### config.mk
export PLATFORM = sky130hd
export DESIGN_NAME = mcsr_ctrl
export DESIGN_NICKNAME = d
export VERILOG_FILES = /design/src/hw/rtl/machine_mode_csr_unit_macros.svh /design/src/hw/rtl/mcsr_pkg.sv /design/src/hw/rtl/mcsr_ctrl.sv
export SDC_FILE = /design/constraint.sdc
export NUM_CORES = 1
export LEC_CHECK = 0
export BUFFER_PORTS_ARGS = -buffer_cell sky130_fd_sc_hd__buf_2
export CAP_MARGIN = 10
export CORE_AREA = 5 5 42 44
export CTS_BUF_LIST = sky130_fd_sc_hd__clkbuf_4 sky130_fd_sc_hd__clkbuf_8 sky130_fd_sc_hd__clkbuf_16
export DETAILED_ROUTE_END_ITERATION = 7
export DIE_AREA = 0 0 47 49
export GPL_TIMING_DRIVEN = 1
export PLACE_DENSITY = 0.3
export SLEW_MARGIN = 20
export SYNTH_ARGS = -nofsm -noshare
export SYNTH_HDL_FRONTEND = slang
export SYNTH_SLANG_ARGS = --single-unit
### constraint.sdc
create_clock -name clk -period 1.75 [get_ports clk]
set_input_delay 0.2625 -clock clk [delete_from_list [all_inputs] [get_ports clk]]
set_output_delay 0.2625 -clock clk [all_outputs]
set_load 0.005 [all_outputs]
### src/hw/rtl/machine_mode_csr_unit_macros.svh
// Assertion macros for the machine-mode CSR unit
`ifndef MACHINE_MODE_CSR_UNIT_MACROS_SVH
`define MACHINE_MODE_CSR_UNIT_MACROS_SVH
`ifndef SYNTHESIS
`define MCSR_ASSERT(label, clk, rst_n, prop) \
  label: assert property (@(posedge clk) disable iff (!rst_n) prop) else $error("%m failed");
`define MCSR_ASSERT_ALWAYS(label, clk, prop) \
  label: assert property (@(posedge clk) prop) else $error("%m failed");
`else
`define MCSR_ASSERT(label, clk, rst_n, prop)
`define MCSR_ASSERT_ALWAYS(label, clk, prop)
`endif
`endif

### src/hw/rtl/mcsr_pkg.sv
// Package: types, constants and address codes for the CSR unit
package mcsr_pkg;

  localparam int PmpCfgCount  = 16;
  localparam int PmpAddrCount = 64;
  localparam int IntLines     = 16;
  localparam int PmpCfgW      = (PmpCfgCount > 1) ? $clog2(PmpCfgCount) : 1;
  localparam int PmpAddrW     = (PmpAddrCount > 1) ? $clog2(PmpAddrCount) : 1;
  localparam int IntIdxW      = (IntLines > 1) ? $clog2(IntLines) : 1;

  localparam logic [2:0] ACT_READ  = 3'd0;
  localparam logic [2:0] ACT_WRITE = 3'd1;
  localparam logic [2:0] ACT_TRAP  = 3'd2;
  localparam logic [2:0] ACT_MRET  = 3'd3;
  localparam logic [2:0] ACT_INTR  = 3'd4;

  localparam logic [11:0] A_FFLAGS   = 12'h001;
  localparam logic [11:0] A_FRM      = 12'h002;
  localparam logic [11:0] A_FCSR     = 12'h003;
  localparam logic [11:0] A_SSTATUS  = 12'h100;
  localparam logic [11:0] A_STVEC    = 12'h105;
  localparam logic [11:0] A_SSCRATCH = 12'h140;
  localparam logic [11:0] A_SEPC     = 12'h141;
  localparam logic [11:0] A_SCAUSE   = 12'h142;
  localparam logic [11:0] A_STVAL    = 12'h143;
  localparam logic [11:0] A_SIP      = 12'h144;
  localparam logic [11:0] A_SATP     = 12'h180;
  localparam logic [11:0] A_MSTATUS  = 12'h300;
  localparam logic [11:0] A_MISA     = 12'h301;
  localparam logic [11:0] A_MEDELEG  = 12'h302;
  localparam logic [11:0] A_MIDELEG  = 12'h303;
  localparam logic [11:0] A_MIE      = 12'h304;
  localparam logic [11:0] A_MTVEC    = 12'h305;
  localparam logic [11:0] A_MCOUNTEN = 12'h306;
  localparam logic [11:0] A_MCOUNTIN = 12'h320;
  localparam logic [11:0] A_MSCRATCH = 12'h340;
  localparam logic [11:0] A_MEPC     = 12'h341;
  localparam logic [11:0] A_MCAUSE   = 12'h342;
  localparam logic [11:0] A_MTVAL    = 12'h343;
  localparam logic [11:0] A_MIP      = 12'h344;
  localparam logic [11:0] A_PMPCFG0  = 12'h3A0;
  localparam logic [11:0] A_PMPCFGL  = 12'h3AF;
  localparam logic [11:0] A_PMPADDR0 = 12'h3B0;
  localparam logic [11:0] A_PMPADDRL = 12'h3EF;
  localparam logic [11:0] A_TSELECT  = 12'h7A0;
  localparam logic [11:0] A_TDATA1   = 12'h7A1;
  localparam logic [11:0] A_TDATA2   = 12'h7A2;
  localparam logic [11:0] A_TDATA3   = 12'h7A3;
  localparam logic [11:0] A_TCONTROL = 12'h7A5;
  localparam logic [11:0] A_MCYCLE   = 12'hB00;
  localparam logic [11:0] A_MINSTRET = 12'hB02;
  localparam logic [11:0] A_CYCLE    = 12'hC00;
  localparam logic [11:0] A_TIME     = 12'hC01;
  localparam logic [11:0] A_INSTRET  = 12'hC02;
  localparam logic [11:0] A_MVENDOR  = 12'hF11;
  localparam logic [11:0] A_MARCH    = 12'hF12;
  localparam logic [11:0] A_MIMP     = 12'hF13;
  localparam logic [11:0] A_MHART    = 12'hF14;

  localparam logic [63:0] INT_BIT     = 64'h8000_0000_0000_0000;
  localparam logic [63:0] ST_MIE      = 64'h8;
  localparam logic [63:0] ST_MPIE     = 64'h80;
  localparam logic [63:0] ST_MPP      = 64'h1800;
  localparam logic [63:0] ST_UXL_MASK = 64'h3_0000_0000;
  localparam logic [63:0] ST_UXL_VAL  = 64'h2_0000_0000;
  localparam logic [63:0] ISA_MXL64   = 64'h8000_0000_0000_0000;
  localparam logic [63:0] ISA_C       = 64'h4;
  localparam logic [63:0] ISA_I       = 64'h100;
  localparam logic [25:0] EXT_RESET   = 26'd4397;
  localparam logic [7:0]  TCTL_MASK   = 8'h88;
  localparam logic [1:0]  PRIV_M      = 2'd3;

  typedef struct packed {
    logic [2:0]  action;
    logic [11:0] csr_addr;
    logic [63:0] write_data;
    logic [63:0] current_pc;
    logic [63:0] following_pc;
    logic [63:0] trap_cause;
    logic [63:0] trap_value;
  } in_item_t;

  typedef struct packed {
    logic [63:0] read_data;
    logic        illegal;
    logic        redirect;
    logic [63:0] redirect_pc;
    logic        interrupt_taken;
  } out_item_t;

  // controller -> datapath
  typedef struct packed {
    logic capture;  // latch the input transaction
    logic execute;  // update state and form the result
  } cmd_t;

endpackage

### src/hw/rtl/mcsr_ctrl.sv
// Controller: sequences capture, execute and result hand-off
module mcsr_ctrl (
  input  logic          clk,
  input  logic          rst_n,
  input  logic          in_valid,
  output logic          in_ready,
  output logic          out_valid,
  input  logic          out_ready,
  output mcsr_pkg::cmd_t cmd
);

  localparam logic [1:0] S_IDLE = 2'd0;
  localparam logic [1:0] S_EXEC = 2'd1;
  localparam logic [1:0] S_DONE = 2'd2;

  logic [1:0] state_r, state_nxt;

  // a new transaction may enter while the previous result is being taken
  assign in_ready  = (state_r == S_IDLE) || (state_r == S_DONE && out_ready);
  assign out_valid = (state_r == S_DONE);
  assign cmd.capture = in_valid && in_ready;
  assign cmd.execute = (state_r == S_EXEC);

  always_comb begin
    state_nxt = state_r;
    unique case (state_r)
      S_IDLE: if (in_valid) state_nxt = S_EXEC;
      S_EXEC: state_nxt = S_DONE;
      S_DONE: begin
        if (out_ready) state_nxt = in_valid ? S_EXEC : S_IDLE;
      end
      default: state_nxt = S_IDLE;
    endcase
  end

  always_ff @(posedge clk) begin
    if (!rst_n) state_r <= S_IDLE;
    else        state_r <= state_nxt;
  end

endmodule

* Yosys cells after proc, flatten, opt, wreduce, memory -nomap -nowiden
Index checks and enable logic that the tools add are counted.
Storage, ports and cells: register bits after elaboration 2, input port bits 4, output and inout port bits 4, logic and storage cells 14
Operators by class: eq/ne operators 4, muxes and demuxes 4, reductions and logical operators 5
Operator list (number):
- $pmux 2 s3 | 1
- $mux 2 | 2
- $eq 2x1->1 const B | 1
- $eq 2x2->1 const B | 1
- $logic_and 1x1->1 | 2
- $logic_not 2->1 | 1
- $ne 2x1->1 const B | 1
- $ne 2x2->1 const B | 1
- $reduce_and 2->1 | 1
- $logic_or 1x1->1 | 1
- $mux 1 | 1

* Depth between registers and ports, before layout
Gate-level depths: netlist of the first run.
depth in word-level cells 4, gate-level depth with buffers 2, gate-level depth less buffers 2

* Worst setup path after synthesis of the first run
No wires, ideal clock.
kind reg-to-output, from reg state_r[1], to out cmd[1] (netlist bit), arrival time 0.631 ns, path slack 0.857 ns, cell stages (with the launch flop) 3, path buffers 0, cell sequence dfxtp_1 nor2b_4 nor3b_1
RTL lines:
- from (decl) | RTL line mcsr_ctrl.sv:16 | logic [1:0] state_r, state_nxt;
- from (signal assigned) | RTL line mcsr_ctrl.sv:38 | else state_r <= state_nxt;
- to (decl) | RTL line mcsr_ctrl.sv:9 | output mcsr_pkg::cmd_t cmd

==> results of run 1 <==
==> cell families (layout without fill, tap and decap cells) <==
logic type | Yosys count | in the layout | share of synthesized area [%]
compound gates | 1 | 1 | 6.39
flops | 2 | 2 | 34.0
simple gates | 7 | 7 | 53.2
buf+inv | 1 | 10 | 6.39
==> per-stage QoR <==
step,total power (W),utilization [%],instances
floorplan,0.0000651,-,11
global placement,0.0000751,11.8,33
detailed placement,0.0000754,11.8,33
CTS,0.000182,13.4,36
global route,0.000192,13.4,36
finish,0.000176,13.4,36
==> worst register-to-register path, cell delays in order, from the launching register on <==
cell and delay [ns]:
dfxtp_1 0.34, and2b_1 0.20, o21a_1 0.18
==> power groups by stage <==
stage	combinational [W]	sequential [W]	clock (W)
after floorplan	0.0000134	0.0000517	0
after global placement	0.0000226	0.0000525	0
after detailed placement	0.0000228	0.0000525	0
after CTS	0.0000229	0.0000519	0.000107
after global routing	0.0000252	0.0000525	0.000114
final	0.0000223	0.0000519	0.000101
==> synthesized netlist by cell type (all sizes together) <==
master  n  share of area [%]
and2b   1                6.4
buf     1                6.4
nor4bb  1                 14
nor2b   2                 17
dfxtp   2                 34
nor3b   2                 13
o21a    1                6.4
nor2    1                3.2
==> final timing paths <==
check,startpoint,to,slack [ns],cells past startpoint
max reg2reg,state_r[1]$_SDFFE_PN0P_,state_r[1]$_SDFFE_PN0P_,0.93,2
max,state_r[1]$_SDFFE_PN0P_,cmd[1],0.52,3
min,rst_n,state_r[1]$_SDFFE_PN0P_,0.26,2
min reg2reg,state_r[0]$_SDFFE_PN0P_,state_r[0]$_SDFFE_PN0P_,0.54,1
==> layout make-up <==
type / instances / area [µm²] / share of cell area (%)
Sequential cell: 2 / 40.0 / 21.3
Clock buffer: 3 / 22.5 / 12.0
Tap cell: 16 / 20.0 / 10.7
Timing Repair Buffer: 7 / 35.0 / 18.7
Multi-Input combinational cell: 8 / 70.1 / 37.3
==> routing by layer <==
layer | up-vias | share of wire [%] | track usage (%)
met1 | 40 | 52 | 4.38
li1 | 55 | - | -
met5 | - | 0 | 0
met4 | 0 | 0 | 1.38
met2 | 12 | 21 | 2.04
met3 | 0 | 27 | 7.38
==> results.md, run 1 <==
- Outcome: finished, final reports clean
- Total GRT Usage: 3.66%
- Die height: 49 µm
- Synth warn: 0
- CP top delay family: flip-flops
- Comb power frac: 12.7%
- Worst-case clock buffer depth: 2
- Top achievable clock speed: 815 MHz
- Clock-pin slew of the registers on the worst-case setup and hold paths: 0.03 ns
- # fillers: 167
- Synthesized Nets: 15
- Power density over the cells: 936 nW/µm²
- Final WL: 277 µm
- TritonRoute pass-1 iters: 2
- Largest register FFs: 2
- Post-DR wirelength/cell: 7.69 µm
- Largest fanout on the critical path: 4
- Core ar.: 1400 µm²
- Most frequent cells in the layout: 7 x buf_2, 3 x clkbuf_4, 2 x nor3b_1, 2 x dfxtp_1
- Clk_lat worst skew: 0.22 ns
- Post-CTS setup buffer count: 0
- TritonCTS clock tree: built
- Placement-stage worst setup slack: 0.764 ns
- Seq/Total Area, Yosys: 34.0%
- Cell variety after synth: 9
- DR DRC count: 0
- Final instance area: 188 µm²
- Starting Density: 8.39%
- Critical Path RT: 1.49 ns
- DP HPWL: 230 µm
- Final-report setup violation count: 0
- Final Critical Period: 1.23 ns
- Critical path capture point type: output port
- Largest stage delay on the critical path: 0.31 ns
- Drt via density: 2.97
- CP arrival: 0.96 ns
- Cells after Synth: 11
- Most common cell after layout, fill and taps aside: buf_2
- Top flop regs: state_r (2)
- Final GP Congestion: 0.633
- Reg with most FFs: state_r
- Grt ovf: 0
- #FFs+latches synth: 2
- Ports: 8
- Buf/Inv on CP: 1
- Final worst slack: 0.524 ns
- Die Area: 2300 µm²
- Clock power frac: 57.8%
- Crit-path cells: nor2b_4 -> nor3b_1 -> buf_2
- Worst Hold Class: in -> reg
- Number of global-route vias before repair: 122
- CTS root buffer: clkbuf_4
- Leakage: 0.0834 nW
- Global-route wire length before repair: 496 µm
- H-tree depth: 1
- Port buffer count: 7
- Cts hold-fix bufs: 0
- Routed via count: 107
- Max-slew violations: 0
- Clock skew: 0.00475 ns
- Crit-path slowest cell: dfxtp_1
- NetSw: 0.0000374 W
- CP Launch Type: flip-flop
- Syn Area/Cell: 10.7 µm²
- Peak supply drop: 367 µV
- Worst Tran Pin Value: 0.202 ns
- Internal: 0.000138 W
- Clock sink count: 2
- Sequential power share: 29.5%
- Rel. slew slack: 86.5%
- Final Cycle Share: 70.1%
- Cell Area, Synth: 118 µm²
- Max-Cap Viols: 0
- RSZ-0062 raised after global routing: no
- Ant diodes: 0
- Switching Share: 21.3%
- Setup TNS: 0 ns
- Final ANT Viol Nets: 0
- CTS resizes: 0
- Share of post-route cells with drive strength above 1: 60.0%
- Starting DRT DRC Count: 3
- Kind of critical path: reg -> out
- Die span in x: 47 µm
- DP Area: 165 µm²
- Largest net degree at the start of global routing: 7
- Row Count: 14
- Initial antenna violation count: 0
- Fin nets: 26
- Hold Vio Cnt, Final: 0
- CTS buffer count: 3
- Layout area overhead: 59.6%
- Hold WS: 0.257 ns
Power figures use the tool's default switching activity.
==> run 2, diff against run 1 <==
clock period = 1.2 ns   (was 1.75 ns; I/O delays follow)
==> run 2 against run 1 <==
  * Largest cell class unchanged
  * Core utilization rose by 0.36 points
  * Global-route usage did not move
  * Worst setup slack got worse by 0.45 ns
  * Clock power rose by 47%
  * Register-to-register slack got worse by 0.56 ns
  * Largest power group unchanged
  * First-iteration DRC count did not move
  * Combinational power rose by 51%
  * Power rose by 47%
==> results.md, run 2 (synthesized netlist as in run 1, its figures left out) <==
- Cts hold-fix bufs: 0 (unchanged)
- CP Launch Type: flip-flop
- TritonCTS clock tree: built
- Crit path to: cmd[1]
- Core ar.: 1400 µm² (unchanged)
- Max-slew violations: 0 (unchanged)
- Ports: 8 (unchanged)
- Hold Vio Cnt, Final: 0 (unchanged)
- Final Cycle Share: 93.7%
- Clock-pin slew of the registers on the worst-case setup and hold paths: 0.03 ns (about the same)
- R2R depth: 2 (unchanged)
- CTS root buffer: clkbuf_4
- Worst Hold Class: in -> reg
- Final worst slack: 0.0760 ns (-0.448 ns)
- Total GRT Usage: 3.66% (unchanged)
- DR DRC count: 0 (unchanged)
- Layout area overhead: 63.8%
- Power density over the cells: 1340 nW/µm² (+43%)
- Peak supply drop: 537 µV (+46%)
- Area of the multi-input gates: 75.1 µm² (+7.1%)
- Crit-path cells: nor2b_4 -> nor3b_2 -> buf_2
- Crit-path slowest cell: dfxtp_1
- Largest fanout on the critical path: 4 (unchanged)
- Outcome: finished, final reports clean
- Most common cell after layout, fill and taps aside: buf_2
- Clk_lat worst skew: 0.22 ns (about the same)
- Top achievable clock speed: 890 MHz
- Clock sink count: 2 (unchanged)
- Worst-case clock buffer depth: 2 (unchanged)
- Routed via count: 109 (+1.9%)
- Leakage: 0.0864 nW (+3.7%)
- Final GP Congestion: 0.633 (unchanged)
- Critical Path RT: 1.02 ns (-0.47 ns)
- Grt ovf: 0 (unchanged)
- Post-Layout Cell Count: 36 (unchanged)
- Final WL: 288 µm (+4.0%)
- Largest register FFs: 2 (unchanged)
- Largest net degree at the start of global routing: 7 (unchanged)
- Critical path capture point type: output port
- Port buffer count: 7 (unchanged)
- Register area: 40.0 µm² (unchanged)
- Row Count: 14 (unchanged)
- Global-route wire length before repair: 496 µm (unchanged)
- Final-report setup violation count: 0 (unchanged)
- Reg-to-reg critical path endpoint: state_r[1]$_SDFFE_PN0P_
- Top flop regs: state_r (2)
- Rel. slew slack: 85.0% (-1.4 points)
- Worst reg2reg startpoint: state_r[0]$_SDFFE_PN0P_
- Most frequent cells in the layout: 7 x buf_2, 3 x clkbuf_4, 2 x dfxtp_1
- Post-CTS setup buffer count: 0 (unchanged)
- H-tree depth: 1 (unchanged)
- Die span in x: 47 µm (unchanged)
- Number of global-route vias before repair: 122 (unchanged)
- Initial antenna violation count: 0 (unchanged)
- Worst Setup SP: state_r[1]$_SDFFE_PN0P_
- # fillers: 171 (+2.4%)
- R2R Setup Slk: 0.37 ns (-0.56 ns)
- Worst Tran Pin Value: 0.224 ns (+0.0217 ns)
- Largest stage delay on the critical path: 0.31 ns (about the same)
- Share of post-route cells with drive strength above 1: 65.0% (+5.0 points)
- Clock skew: 0.00475 ns (-0.0000000100 ns)
- Placement-stage worst setup slack: 0.297 ns (-0.468 ns)
- Reg with most FFs: state_r
- Max-Cap Viols: 0 (unchanged)
- DP HPWL: 230 µm (unchanged)
- Fin nets: 26 (unchanged)
- CP arrival: 0.94 ns (-0.02 ns)
- Ant diodes: 0 (unchanged)
- Drt via density: 3.03 (+1.9%)
- TritonRoute pass-1 iters: 2 (unchanged)
- Power Total: 0.000258 W (+47%)
- Final Critical Period: 1.12 ns
- Util after Layout: 13.8% (+0.36 points)
- Die height: 49 µm (unchanged)
- CTS buffer count: 3 (unchanged)
- Starting Density: 8.39% (unchanged)
- Die Area: 2300 µm² (unchanged)
- Kind of critical path: reg -> out
- Final ANT Viol Nets: 0 (unchanged)
- Hold WS: 0.174 ns (-0.0825 ns)
- # placed instances: 33 (unchanged)
- Starting DRT DRC Count: 3 (unchanged)
- Hold Crit Depth: 2 (unchanged)
- Post-DR wirelength/cell: 8.00 µm (+4.0%)
run 2: cell count changes in the layout (fill, tap and decap cells not counted):
cell | before | now
nor3b_2 | 0 | 1
nor3b_1 | 2 | 1
run 2: area by class of cell:
type	count	share of cell area (%)
tap	16	10.4
clock buffer	3	11.7
multi-input combinational	8	39.0
sequential	2	20.8
timing repair buffer	7	18.2
run 2: worst min-delay path by stage:
stage | startpoint | to | slack (ns)
after floorplan | rst_n | state_r[1]$_SDFFE_PN0P_ | 0.30
after CTS | rst_n | state_r[1]$_SDFFE_PN0P_ | 0.17
after detailed placement | rst_n | state_r[1]$_SDFFE_PN0P_ | 0.41
final | rst_n | state_r[1]$_SDFFE_PN0P_ | 0.17
after global placement | rst_n | state_r[1]$_SDFFE_PN0P_ | 0.40
after global routing | rst_n | state_r[1]$_SDFFE_PN0P_ | 0.19
run 2: critical path, delay by kind of cell, from the launching register on:
| kind | cells | cell delay (ns) |
|---|---|---|
| and+or+nand+nor | 2 | 0.28 |
| buffers and inverters | 1 | 0.13 |
| DFF | 1 | 0.31 |
run 2: metrics by stage:
| stage | setup TNS, ns | cell area (µm²) |
|---|---|---|
| after floorplan | 0 | 118 |
| after global placement | 0 | 165 |
| after detailed placement | 0 | 165 |
| after CTS | 0 | 188 |
| after global routing | -0.00572 | 193 |
| final | 0 | 193 |
run 2: report_power, final:
part	switching (W)	internal, W	total [W]
registers	0.00000504	0.0000710	0.0000761
logic	0.0000124	0.0000212	0.0000337
clock network	0.0000378	0.000110	0.000148
run 2: layer usage:
layer  wire, µm  global-route usage (%)
met5          0                       0
met4          0                    1.38
met3         74                    7.38
met2         67                    2.04
met1        146                    4.38
run 2: what timing repair did:
action,CTS,global route
hold endpoints to repair,0,0
setup endpoints to repair,0,1
resized for setup,0,1
==> run 3, diff against run 2 <==
BUFFER_PORTS_ARGS = -buffer_cell sky130_fd_sc_hd__buf_4   (was -buffer_cell sky130_fd_sc_hd__buf_2)
==> run 3 against run 2 <==
  * Global-route usage rose by 0.56 points
  * First-iteration DRC count fell by 100%
  * Clock-buffer cell count did not move
  * Critical endpoint unchanged
  * Via count fell by 0.92%
  * Final area rose by 10%
  * Combinational power rose by 25%
  * Critical path depth did not move
==> results.md, run 3 (synthesized netlist as in run 1, its figures left out) <==
- Outcome: finished, final reports clean
- Worst Hold Class: in -> reg
- Ant diodes: 0 (unchanged)
- TritonRoute pass-1 iters: 1 (-1)
- Worst-case clock buffer depth: 2 (unchanged)
- Final WL: 328 µm (+14%)
- Final ANT Viol Nets: 0 (unchanged)
- Power density over the cells: 1260 nW/µm² (-5.8%)
- Fin nets: 26 (unchanged)
- Power Total: 0.000268 W (+4.0%)
- CTS buffer count: 3 (unchanged)
- Final Critical Period: 1.12 ns (-0.00545 ns)
- Clock sink count: 2 (unchanged)
- Total GRT Usage: 4.22% (+0.56 points)
- TritonCTS clock tree: built
- Core ar.: 1400 µm² (unchanged)
- Setup TNS: 0 ns (unchanged)
- Grt ovf: 0 (unchanged)
- Global-route wire length before repair: 545 µm (+9.9%)
- Starting Density: 8.39% (unchanged)
- H-tree depth: 1 (unchanged)
- Peak supply drop: 336 µV (-37%)
- Leakage: 0.0921 nW (+6.5%)
- CTS root buffer: clkbuf_4
- Hold Vio Cnt, Final: 0 (unchanged)
- Row Count: 14 (unchanged)
- CP arrival: 0.94 ns (about the same)
- Largest register FFs: 2 (unchanged)
- Layout area overhead: 80.9%
- Final-report setup violation count: 0 (unchanged)
- Port buffer count: 7 (unchanged)
- Critical path capture point type: output port
- Rel. slew slack: 87.3% (+2.3 points)
- Reg with most FFs: state_r
- Kind of critical path: reg -> out
- Post-DR wirelength/cell: 9.11 µm (+14%)
- DR DRC count: 0 (unchanged)
- Routed via count: 108 (-0.92%)
- Max-Cap Viols: 0 (unchanged)
- RSZ-0062 raised after global routing: yes
- # placed instances: 33 (unchanged)
- DP Area: 183 µm² (+11%)
- Starting DRT DRC Count: 0 (-3)
- Die span in x: 47 µm (unchanged)
- Number of global-route vias before repair: 141 (+16%)
- CP Launch Type: flip-flop
- Drt via density: 3.00 (-0.92%)
- Final instance area: 213 µm² (+10%)
- Die Area: 2300 µm² (unchanged)
- Most frequent cells in the layout: 7 x buf_4, 3 x clkbuf_4, 2 x dfxtp_2
- Die height: 49 µm (unchanged)
- Final GP Congestion: 0.629 (-0.62%)
- Clock skew: 0.00213 ns (-0.00263 ns)
- Worst Tran Pin Value: 0.188 ns (-0.0364 ns)
- Clk_lat worst skew: 0.22 ns (about the same)
- Top achievable clock speed: 894 MHz (+0.49%)
- Max-slew violations: 0 (unchanged)
- Most common cell after layout, fill and taps aside: buf_4
- Largest net degree at the start of global routing: 7 (unchanged)
- Post-Layout Cell Count: 36 (unchanged)
- Final Cycle Share: 93.2% (-0.45 points)
- Clock-pin slew of the registers on the worst-case setup and hold paths: 0.03 ns (about the same)
- Top flop regs: state_r (2)
- Ports: 8 (unchanged)
- Share of post-route cells with drive strength above 1: 75.0% (+10 points)
- Critical Path RT: 1.02 ns (about the same)
- Initial antenna violation count: 0 (unchanged)
- Largest fanout on the critical path: 4 (unchanged)
- Hold WS: 0.174 ns (-0.0000470 ns)
run 3: cell count changes in the layout (fill, tap and decap cells not counted):
cell,before,now
buf_4,0,7
dfxtp_2,0,2
buf_2,7,0
dfxtp_1,2,0
run 3: repair_timing:
item / in CTS / in global routing
hold buffers: 0 / 0
setup endpoints to repair: 0 / 1
buffers inserted: 0 / 0
gates resized for setup: 0 / 3
run 3: worst max-delay path, cell delays in order, from the launching register on:
cell and delay, ns:
dfxtp_2 0.31, nor2b_4 0.13, nor3b_2 0.14, buf_4 0.13
run 3: final cells by class:
type,count,area [µm²]
clock buffer,3,22.5
multi-input combinational,8,75.1
sequential,2,42.5
fill,174,1190
tap,16,20.0
timing repair buffer,7,52.6
run 3: worst paths after layout:
path                      startpoint                 endpoint  slack [ns]  cells past startpoint
max          state_r[1]$_SDFFE_PN0P_                   cmd[1]        0.08                      3
min                            rst_n  state_r[1]$_SDFFE_PN0P_        0.17                      2
max reg2reg  state_r[1]$_SDFFE_PN0P_  state_r[1]$_SDFFE_PN0P_        0.39                      2
min reg2reg  state_r[0]$_SDFFE_PN0P_  state_r[0]$_SDFFE_PN0P_        0.48                      1
run 3: layer usage:
| metal | vias up | GRT usage (%) | share of wire (%) | wire length, µm |
|---|---|---|---|---|
| met5 | - | 0 | 0 | 0 |
| met4 | 0 | 5.53 | 0 | 0 |
| met3 | 0 | 4.80 | 14 | 46 |
| met2 | 8 | 3.62 | 35 | 114 |
| met1 | 45 | 4.15 | 51 | 167 |
| li1 | 55 | - | - | - |
run 3: power breakdown:
part	internal [W]	switching [W]	total, W
Clock	0.000110	0.0000385	0.000149
Sequential	0.0000719	0.00000514	0.0000770
Combinational	0.0000288	0.0000134	0.0000422
run 3: through the flow:
stage / setup WS, ns / utilization (%)
final: 0.0815 / 15.2
after global routing: -0.0176 / 15.2
after CTS: 0.0206 / 14.6
after detailed placement: 0.278 / 13.0
after global placement: 0.280 / 13.0
after floorplan: 0.389 / -
